### src/ghvf_pkg.sv
// gamepad hotkey volume filter: shared types and constants
// no dependencies
`default_nettype none

package ghvf_pkg;

  localparam int unsigned InDataW  = 48;
  localparam int unsigned OutDataW = 24;
  localparam int unsigned TimeW    = 32;
  localparam int unsigned CfgW     = 16;
  localparam int unsigned VolW     = 7;

  localparam logic [VolW-1:0] VolMax   = 7'd100;
  localparam logic [VolW-1:0] VolReset = 7'd40;

  localparam logic [CfgW-1:0] LongPressReset = 16'd4000;
  localparam logic [CfgW-1:0] RepeatReset    = 16'd150;
  localparam logic [CfgW-1:0] SaveDelayReset = 16'd1000;
  localparam logic [VolW-1:0] VolStepReset   = 7'd5;

  // button positions in pad order
  localparam int unsigned BtnUp     = 0;
  localparam int unsigned BtnDown   = 1;
  localparam int unsigned BtnSelect = 4;
  localparam int unsigned BtnStart  = 5;
  // remote swaps start and select
  localparam int unsigned RemStart  = 4;
  localparam int unsigned RemSelect = 5;

  typedef enum logic [1:0] {
    RegLongPress  = 2'd0,
    RegRepeat     = 2'd1,
    RegSaveDelay  = 2'd2,
    RegVolumeStep = 2'd3
  } cfg_reg_e;

  typedef struct packed {
    logic [TimeW-1:0] now_ms;
    logic [7:0]       remote_buttons;
    logic [7:0]       pad_buttons_n;
  } in_item_t;

  typedef struct packed {
    logic [5:0]      pad;
    logic            save_request;
    logic            restart_request;
    logic            volume_mode;
    logic [VolW-1:0] volume_level;
    logic [7:0]      mask_n;
  } out_item_t;

endpackage

`default_nettype wire

### src/gamepad_hotkey_volume_filter.sv
// gamepad hotkey volume filter top level: input register, update logic, result register
// depends on ghvf_pkg
// datapath: an accepted item is held in the input register, then moves into the result register
// throughput: 1 item per cycle while the output is not stalled; state updates as an item moves into the result register
// reset: volume 40, config registers at defaults, hold and save tracking cleared
`default_nettype none

module gamepad_hotkey_volume_filter (
  input  wire logic                           clk_i,
  input  wire logic                           rst_ni,
  input  wire logic                           s_axis_tvalid,
  output      logic                           s_axis_tready,
  // pad_buttons_n[7:0], remote_buttons[15:8], now_ms[47:16]
  input  wire logic [ghvf_pkg::InDataW-1:0]   s_axis_tdata,
  output      logic                           m_axis_tvalid,
  input  wire logic                           m_axis_tready,
  // mask_n[7:0], volume_level[14:8], volume_mode[15], restart_request[16],
  // save_request[17], zero pad[23:18]
  output      logic [ghvf_pkg::OutDataW-1:0]  m_axis_tdata,
  input  wire logic                           cfg_valid_i,
  output      logic                           cfg_ready_o,
  input  wire logic [1:0]                     cfg_index_i,
  input  wire logic [ghvf_pkg::CfgW-1:0]      cfg_data_i
);
  import ghvf_pkg::*;

  logic            in_valid_q;
  in_item_t        in_q;
  logic            out_valid_q;
  out_item_t       out_q, out_d;
  logic            advance;

  logic [CfgW-1:0] long_press_q, repeat_q, save_delay_q;
  logic [VolW-1:0] step_size_q;

  logic [VolW-1:0]  volume_q, volume_d;
  logic             start_held_q, start_held_d;
  logic [TimeW-1:0] start_since_q, start_since_d;
  logic [TimeW-1:0] last_step_q, last_step_d;
  logic             save_pending_q, save_pending_d;
  logic [TimeW-1:0] change_time_q, change_time_d;

  logic [7:0]       pressed, pressed_vis;
  logic             up, down, sel, start, vmode, restart, save;
  logic [VolW:0]    vol_sum;
  logic [TimeW-1:0] start_age, step_age, change_age;

  assign advance       = in_valid_q && (!out_valid_q || m_axis_tready);
  assign s_axis_tready = !in_valid_q || advance;
  assign cfg_ready_o   = 1'b1;

  // config registers
  always_ff @(posedge clk_i or negedge rst_ni) begin
    if (!rst_ni) begin
      long_press_q <= LongPressReset;
      repeat_q     <= RepeatReset;
      save_delay_q <= SaveDelayReset;
      step_size_q  <= VolStepReset;
    end else if (cfg_valid_i) begin
      case (cfg_reg_e'(cfg_index_i))
        RegLongPress:  long_press_q <= cfg_data_i;
        RegRepeat:     repeat_q     <= cfg_data_i;
        RegSaveDelay:  save_delay_q <= cfg_data_i;
        RegVolumeStep: step_size_q  <= cfg_data_i[VolW-1:0];
        default: ;
      endcase
    end
  end

  // input register
  always_ff @(posedge clk_i or negedge rst_ni) begin
    if (!rst_ni) begin
      in_valid_q <= 1'b0;
    end else if (s_axis_tready) begin
      in_valid_q <= s_axis_tvalid;
    end
  end

  always_ff @(posedge clk_i) begin
    if (s_axis_tvalid && s_axis_tready) begin
      in_q <= in_item_t'(s_axis_tdata);
    end
  end

  // update logic
  always_comb begin
    pressed = ~in_q.pad_buttons_n | (in_q.remote_buttons & 8'hCF);
    pressed[BtnStart]  = pressed[BtnStart]  | in_q.remote_buttons[RemStart];
    pressed[BtnSelect] = pressed[BtnSelect] | in_q.remote_buttons[RemSelect];

    up    = pressed[BtnUp];
    down  = pressed[BtnDown];
    sel   = pressed[BtnSelect];
    start = pressed[BtnStart];

    start_age  = in_q.now_ms - start_since_q;
    step_age   = in_q.now_ms - last_step_q;

    start_held_d  = start_held_q;
    start_since_d = start_since_q;
    restart       = 1'b0;
    if (start) begin
      if (!start_held_q) begin
        start_since_d = in_q.now_ms;
        start_held_d  = 1'b1;
      end else if (start_age >= {16'd0, long_press_q}) begin
        restart = 1'b1;
      end
    end else begin
      start_held_d = 1'b0;
    end

    vol_sum        = {1'b0, volume_q} + {1'b0, step_size_q};
    volume_d       = volume_q;
    last_step_d    = last_step_q;
    save_pending_d = save_pending_q;
    change_time_d  = change_time_q;
    vmode          = sel && (up || down);
    pressed_vis    = pressed;
    if (vmode) begin
      if (step_age >= {16'd0, repeat_q}) begin
        last_step_d = in_q.now_ms;
        if (up && volume_q < VolMax) begin
          volume_d       = (vol_sum > {1'b0, VolMax}) ? VolMax : vol_sum[VolW-1:0];
          save_pending_d = 1'b1;
          change_time_d  = in_q.now_ms;
        end else if (down && volume_q != '0) begin
          volume_d       = (step_size_q >= volume_q) ? '0 : volume_q - step_size_q;
          save_pending_d = 1'b1;
          change_time_d  = in_q.now_ms;
        end
      end
      pressed_vis = pressed & 8'hEC;
    end

    change_age = in_q.now_ms - change_time_d;
    save       = 1'b0;
    if (save_pending_d && change_age >= {16'd0, save_delay_q}) begin
      save           = 1'b1;
      save_pending_d = 1'b0;
    end

    out_d.pad             = '0;
    out_d.save_request    = save;
    out_d.restart_request = restart;
    out_d.volume_mode     = vmode;
    out_d.volume_level    = volume_d;
    out_d.mask_n          = ~pressed_vis;
  end

  // state and result register
  always_ff @(posedge clk_i or negedge rst_ni) begin
    if (!rst_ni) begin
      out_valid_q    <= 1'b0;
      volume_q       <= VolReset;
      start_held_q   <= 1'b0;
      start_since_q  <= '0;
      last_step_q    <= '0;
      save_pending_q <= 1'b0;
      change_time_q  <= '0;
    end else begin
      if (advance) begin
        out_valid_q    <= 1'b1;
        volume_q       <= volume_d;
        start_held_q   <= start_held_d;
        start_since_q  <= start_since_d;
        last_step_q    <= last_step_d;
        save_pending_q <= save_pending_d;
        change_time_q  <= change_time_d;
      end else if (m_axis_tready) begin
        out_valid_q <= 1'b0;
      end
    end
  end

  always_ff @(posedge clk_i) begin
    if (advance) begin
      out_q <= out_d;
    end
  end

  assign m_axis_tvalid = out_valid_q;
  assign m_axis_tdata  = out_q;

  // checks
  a_volume_range: assert property (@(posedge clk_i) disable iff (!rst_ni)
    volume_q <= VolMax)
    else $error("volume above maximum");

  a_vmode_hides: assert property (@(posedge clk_i) disable iff (!rst_ni)
    (out_valid_q && out_q.volume_mode) |->
      (out_q.mask_n[BtnUp] && out_q.mask_n[BtnDown] && out_q.mask_n[BtnSelect]))
    else $error("hotkey buttons visible in volume mode");

  a_restart_start: assert property (@(posedge clk_i) disable iff (!rst_ni)
    (out_valid_q && out_q.restart_request) |-> !out_q.mask_n[BtnStart])
    else $error("restart without start pressed");

  a_save_clears: assert property (@(posedge clk_i) disable iff (!rst_ni)
    (advance && out_d.save_request) |=> !save_pending_q)
    else $error("save pending after save request");

endmodule

`default_nettype wire

### config.mk
export PLATFORM = sky130hd
export DESIGN_NAME = gamepad_hotkey_volume_filter
export DESIGN_NICKNAME = d
export VERILOG_FILES = /design/src/ghvf_pkg.sv /design/src/gamepad_hotkey_volume_filter.sv
export SDC_FILE = /design/constraint.sdc
export NUM_CORES = 1
export LEC_CHECK = 0
export ABC_CLOCK_PERIOD_IN_PS = 25800
export BUFFER_PORTS_ARGS = -buffer_cell sky130_fd_sc_hd__buf_2
export CORE_ASPECT_RATIO = 1.1
export CORE_MARGIN = 4
export CORE_UTILIZATION = 55
export DETAILED_ROUTE_END_ITERATION = 8
export GPL_TIMING_DRIVEN = 1
export MAX_ROUTING_LAYER = met4
export PLACE_DENSITY = 0.73
export SLEW_MARGIN = 15
export SYNTH_ARGS = -nofsm -noshare
export SYNTH_HDL_FRONTEND = slang
export SYNTH_SLANG_ARGS = --single-unit
### constraint.sdc
create_clock -name clk_i -period 25.8 [get_ports clk_i]
set_input_delay 2.58 -clock clk_i [delete_from_list [all_inputs] [get_ports clk_i]]
set_output_delay 2.58 -clock clk_i [all_outputs]
set_load 0.01 [all_outputs]
==> flow_metrics.env, run 1 <==
export IMPL_p_clk_share_pct=22.4
export IMPL_holdWs_ns=0.4887
export IMPL_r2r_end="m_axis_tdata[17]"
export IMPL_hold_path_class="flop to flop"
export IMPL_min_from="last_step_q[9]"
export IMPL_path_clk_slew_ns=0.06
export IMPL_drive_gt1_share_pct=19.21
export IMPL_htree_num_levels=1
export IMPL_cts_buffer_depth=3
export IMPL_synth_area_um2=15770
export IMPL_setup_tns_final_ns=0
export IMPL_p_per_area_nw_per_um2=98.27
export IMPL_gr_total_overflow=0
export IMPL_reg2reg_depth=45
export IMPL_crit_path_start_kind="flop"
export IMPL_ys_flop_type="dfrtp_1"
export IMPL_ant_nets=0
export IMPL_grt_pass1_vias=12030
export IMPL_die_h_um=185.6
export IMPL_syn_area_per_cell_um2=9.831
export IMPL_ys_seq_area_share_pct=38.44
export IMPL_p_seq_share_pct=29.8
export IMPL_area_growth_pct=10.82
export IMPL_drt_pass1_iterations=5
export IMPL_fp_coreArea_um2=28030
export IMPL_dp_hpwl_um=28320
export IMPL_cts_tree="yes"
export IMPL_cts_root_buf="clkbuf_16"
export IMPL_cp_depth=45
export IMPL_ys_ff_latch=228
export IMPL_antenna_found_initial=0
export IMPL_avgRoutedWirePerCell_um=18.22
export IMPL_ioPinCount=98
export IMPL_fin_skew_ns=0.01016
export IMPL_syn_inst=1604
export IMPL_clock_latency_ns=0.55
export IMPL_ys_async_sr_fraction_pct=71.05
export IMPL_vdd_drop_max_uv=54.04
export IMPL_die_area_um2=31450
export IMPL_cpMostUsedCell="a21oi_1"
export IMPL_cts_resized=0
export IMPL_route_detailed_drc=0
export IMPL_finalWirelength_um=37820
export IMPL_synth_edff_count=66
export IMPL_post_route_period_util_pct=43.16
export IMPL_ys_types=77
export IMPL_postCtsSetupBuffers=0
export IMPL_cp_required_ns=26.09
export IMPL_n_antenna_cell=0
export IMPL_fin_crit_ns=11.13
export IMPL_reg2reg_from="in_q[17]"
export IMPL_combPwrFrac_pct=47.8
export IMPL_die_w_um=169.4
export IMPL_worst_path_buf_inv=1
export IMPL_timing_slew_headroom_pct=18.94
export IMPL_rows=64
export IMPL_p_switching_mw=0.6654
export IMPL_io_buffers=90
export IMPL_cap_viol_max_count=0
export IMPL_worstMarginPinSlew_ns=1.185
export IMPL_drt_initial_drc_count=822
export IMPL_cts_inserted_buffers=27
export IMPL_swShare_pct=38.75
export IMPL_arrival_ns=11.43
export IMPL_power_internal_mw=1.052
export IMPL_p_leak_nw=8.067
export IMPL_rsz0062_at_grt="false"
export IMPL_cp_slowest_cell="or3_1"
export IMPL_path_delay_family="simple AND/OR/NAND/NOR gates"
export IMPL_slew_viol_final=0
export IMPL_grt_max_degree=85
export IMPL_endpoint="m_axis_tdata[17]"
export IMPL_setup_viol=0
export IMPL_critPathKind="flop to flop"
export IMPL_crit_fanout=10
export IMPL_crit_start="in_q[17]"
export IMPL_rrSetupSlack_ns=14.67
export IMPL_fin_nets=1920
export IMPL_status="completed"
export IMPL_crit_path_end_kind="flop"
export IMPL_vias=12210
export IMPL_crit_path_max_incr_delay_ns=0.53
export IMPL_start_util_pct=56.26
export IMPL_cts_hold_buf=0
export IMPL_viasPerCell=5.880
export IMPL_grt_usage_pct=24.52
export IMPL_hold_violations=0
export IMPL_fmax_mhz=89.81
export IMPL_place_gp_congestion=0.9388
export IMPL_grt_pass1_wl_um=61140
export IMPL_synth_warnings=0
export IMPL_cts_sinks=228
==> flip-flops by register name, summed over array words and instances, names as in the netlist <==
register	flops
m_axis_tdata	18
long_press_q	16
volume_q	7
save_pending_q	1
in_valid_q	1
start_since_q	32
in_q	48
step_size_q	7
m_axis_tvalid	1
save_delay_q	16
change_time_q	32
last_step_q	32
start_held_q	1
repeat_q	16
==> tightest hold or removal path, cell delays in order, from the launching register on <==
cell and delay (ns):
dfrtp_1 0.34, nand2_1 0.05, o21ai_0 0.06
==> placed cells by master, fill, tap and decap left out, drive strengths merged, types with 16 or more instances in the layout <==
cell    netlist  layout
nor3         29      29
mux2        139     139
dfstp        20      20
o211ai       16      16
a21o         50      50
nor2b        23      23
buf          18      98
edfxtp       66      66
nand2       118     118
xnor2        35      35
nand3        28      28
dfrtp       142     142
xor2         30      30
a21oi       109     109
clkbuf       26      28
ha          152     152
nor2         85      85
o21ai        99      99
inv         159     162
nand2b       24      24
mux2i        29      29
==> power by group through the flow <==
stage	combinational, mW	sequential, mW	clock [mW]
5_1_grt	0.923	0.522	0.409
4_1_cts	0.816	0.512	0.393
3_3_place_gp	0.789	0.514	0
6_report	0.822	0.512	0.384
2_1_floorplan	0.632	0.504	0
3_5_place_dp	0.807	0.518	0
==> layer usage <==
layer  global-route usage [%]  up-vias  wire length (µm)
met4                    7.311        0              1220
li1                         -     5957                 -
met3                    3.080       80              1704
met1                    30.10     5895             15910
met2                    42.65      275             18990
met5                        -        -                 0
==> cell type report <==
| class | instances | area, µm² |
|---|---|---|
| well taps | 363 | 454.2 |
| clock buffers | 28 | 679.4 |
| multi-input cells | 1178 | 8945 |
| inverters | 159 | 596.8 |
| fillers | 2378 | 10550 |
| flip-flops and latches | 228 | 6061 |
| repair buffers | 98 | 520.5 |
| clock inverters | 22 | 219.0 |
==> cell families after synthesis <==
| family | count (synthesis) | share of synthesized area (%) |
|---|---|---|
| AND/OR/NAND/NOR | 388 | 12.12 |
| AO/OA/AOI/OAI | 391 | 16.12 |
| multiplexers | 168 | 11.77 |
| flip-flops | 228 | 38.44 |
| XOR/XNOR | 65 | 3.610 |
| buffers and inverters | 203 | 5.078 |
| adder cells (fa/ha/maj) | 159 | 12.82 |
| other | 2 | 0.04763 |
==> cells in the mapped netlist, drive strengths merged (28+ instances only) <==
master	n	area [µm²]
a21o	50	375.4
a21oi	109	545.5
dfrtp	142	3553
edfxtp	66	1982
ha	152	1902
inv	159	596.8
mux2	139	1565
mux2i	29	290.3
nand2	118	442.9
nand3	28	140.1
nor2	85	319.1
nor3	29	145.1
o21ai	99	506.7
xnor2	35	306.5
xor2	30	262.8
==> how the worst min path moves through the flow <==
stage	to	slack, ns	cells after the start
2_1_floorplan	change_time_q[0]	0.45	2
3_3_place_gp	start_since_q[9]	0.46	2
3_5_place_dp	last_step_q[9]	0.48	2
4_1_cts	last_step_q[9]	0.50	2
5_1_grt	start_since_q[20]	0.51	1
6_report	last_step_q[9]	0.49	2
==> through the flow <==
| stage | util (%) | cells | cell area, µm² | power [mW] | setup slack [ns] |
|---|---|---|---|---|---|
| 3_5_place_dp | 59.13 | 2026 | 16570 | 1.325 | 14.91 |
| 3_3_place_gp | 59.13 | 2026 | 16570 | 1.303 | 15.30 |
| 4_1_cts | 62.34 | 2076 | 17470 | 1.722 | 14.82 |
| 6_report | 62.35 | 2076 | 17480 | 1.717 | 14.67 |
| 5_1_grt | 62.35 | 2076 | 17480 | 1.854 | 13.95 |
| 2_1_floorplan | - | 1609 | 15790 | 1.136 | 15.86 |
Power figures use the tool's default switching activity.
==> inputs of run 2 (changes only) <==
--- a/config.mk
+++ b/config.mk
@@ -5,7 +5,7 @@
 export SDC_FILE = /design/constraint.sdc
 export NUM_CORES = 1
 export LEC_CHECK = 0
-export ABC_CLOCK_PERIOD_IN_PS = 25800
+export ABC_CLOCK_PERIOD_IN_PS = 11300
 export BUFFER_PORTS_ARGS = -buffer_cell sky130_fd_sc_hd__buf_2
 export CORE_ASPECT_RATIO = 1.1
 export CORE_MARGIN = 4
==> constraint.sdc (replaced) <==
create_clock -name clk_i -period 11.3 [get_ports clk_i]
set_input_delay 1.13 -clock clk_i [delete_from_list [all_inputs] [get_ports clk_i]]
set_output_delay 1.13 -clock clk_i [all_outputs]
set_load 0.01 [all_outputs]
==> run 2 against run 1 <==
  * Cell area is 1.1% higher
  * Die area unchanged
  * Non-clock buffer count up 9
  * Sequential share of layout area shrank 0.38 points
  * Flip-flop and latch count unchanged
  * Register-to-register slack got worse by 14 ns
  * Core utilization rose by 0.69 points
  * Critical path type unchanged
  * Largest power group unchanged
==> flow_metrics.env, run 2 (synthesis gave the netlist of run 1 again) <==
export IMPL_setup_tns_final_ns=0
export IMPL_p_leak_nw=8.143
export IMPL_area_growth_pct=12.05
export IMPL_cap_viol_max_count=0
export IMPL_layout_commonest_cell="inv_1"
export IMPL_setup_viol=0
export IMPL_grt_pass1_vias=12030
export IMPL_crit_path_start_kind="flop"
export IMPL_worstMarginPinSlew_ns=0.9554
export IMPL_die_h_um=185.6
export IMPL_final_core_util_pct=63.04
export IMPL_htree_num_levels=1
export IMPL_grt_max_degree=89
export IMPL_cts_tree="yes"
export IMPL_fmax_mhz=93.87
export IMPL_vias=12170
export IMPL_grt_pass1_wl_um=61490
export IMPL_dp_hpwl_um=28950
export IMPL_rows=64
export IMPL_vdd_drop_max_uv=190.3
export IMPL_hold_path_class="flop to flop"
export IMPL_die_area_um2=31450
export IMPL_cts_sinks=228
export IMPL_hold_violations=0
export IMPL_io_buffers=90
export IMPL_most_common_layout_cells="159 x inv_1, 152 x ha_1, 142 x dfrtp_1"
export IMPL_start_util_pct=56.26
export IMPL_cts_root_buf="clkbuf_16"
export IMPL_worst_path_buf_inv=0
export IMPL_largest_reg_flops=48
export IMPL_critPathKind="flop to flop"
export IMPL_cp_slowest_cell="or4_1"
export IMPL_ioPinCount=98
export IMPL_crit_path_end_kind="flop"
export IMPL_path_clk_slew_ns=0.06
export IMPL_drt_pass1_iterations=5
export IMPL_fp_coreArea_um2=28030
export IMPL_gr_total_overflow=0
export IMPL_power_mw=4.005
export IMPL_crit_path_max_incr_delay_ns=0.53
export IMPL_p_per_area_nw_per_um2=226.7
export IMPL_arrival_ns=10.94
export IMPL_antenna_found_initial=0
export IMPL_largest_register="in_q"
export IMPL_clock_latency_ns=0.55
export IMPL_status="completed"
export IMPL_use_met1_pct=30.18
export IMPL_finalWirelength_um=38260
export IMPL_timing_slew_headroom_pct=34.66
export IMPL_post_route_period_util_pct=94.27
export IMPL_crit_fanout=10
export IMPL_path_delay_family="simple AND/OR/NAND/NOR gates"
export IMPL_cts_buffer_depth=3
export IMPL_ant_nets=0
export IMPL_route_detailed_drc=0
export IMPL_fin_crit_ns=10.65
export IMPL_fin_nets=1929
export IMPL_cp_required_ns=11.59
export IMPL_rsz0062_at_grt="false"
export IMPL_avgRoutedWirePerCell_um=18.35
export IMPL_rrSetupSlack_ns=0.65
export IMPL_met2_usage_pct=43.81
export IMPL_viasPerCell=5.835
export IMPL_n_antenna_cell=0
export IMPL_die_w_um=169.4
export IMPL_grt_usage_pct=24.69
export IMPL_grt_busiest_layer="met2"
export IMPL_cts_hold_buf=0
export IMPL_slew_viol_final=0
export IMPL_fin_skew_ns=0.01589
export IMPL_drive_gt1_share_pct=20.09
export IMPL_grt_util_met3_pct=2.528
export IMPL_holdWs_ns=0.4950
export IMPL_cts_inserted_buffers=27
export IMPL_drt_initial_drc_count=750
export IMPL_place_gp_congestion=0.9397
==> run 2: cell count changes in the layout (fill, tap and decap cells not counted), moves of 2 or more <==
cell	change
clkinv_2	-4
clkinvlp_4	+4
bufinv_16	+2
buf_4	+10
clkinv_1	-3
==> run 2: timing repair <==
item / in CTS / in global routing
setup buffers: 0 / 4
endpoints found under the setup margin: 0 / 2
endpoints found under the hold margin: 0 / 0
gates resized for setup: 0 / 7
==> run 2: tightest hold or removal path: cells and delay by family (launching register included) <==
kind	cells	cell delay, ns
compound gates	1	0.06
simple gates	1	0.05
flops	1	0.35
==> run 2: where the power goes <==
group | internal [mW] | switching, mW
sequential | 1.05 | 0.113
clock | 0.578 | 0.370
combinational | 0.843 | 1.05
total | 2.47 | 1.53
==> run 2: worst paths after layout <==
path | start | depth (start not counted) | end
min in group asynchronous | rst_ni | 1 | long_press_q[4]
min | change_time_q[1] | 2 | change_time_q[1]
max reg2reg | in_q[20] | 44 | m_axis_tdata[17]
min reg2reg | change_time_q[1] | 2 | change_time_q[1]
max in group asynchronous | rst_ni | 2 | last_step_q[25]
max | in_q[20] | 44 | m_axis_tdata[17]
==> run 2: routing by layer <==
metal | routed length, µm | share of wire, %
met5 | 0 | 0
met4 | 1021 | 2.7
met3 | 1594 | 4.2
met2 | 19570 | 51
met1 | 16070 | 42
==> run 2: cell type report <==
cell class              instances  area [µm²]
fillers                      2342       10360
multi-input cells            1178        8984
flip-flops and latches        228        6061
clock buffers                  29       714.4
inverters                     159       596.8
repair buffers                107       584.3
well taps                     363       454.2
clock inverters                21       275.3
==> run 2: metrics by stage <==
step	area (µm²)	instances	setup slack, ns
floorplan	15790	1609	1.359
global placement	16610	2031	0.6774
detailed placement	16610	2031	0.3035
CTS	17600	2081	0.2079
global route	17670	2085	0.01567
finish	17670	2085	0.6472
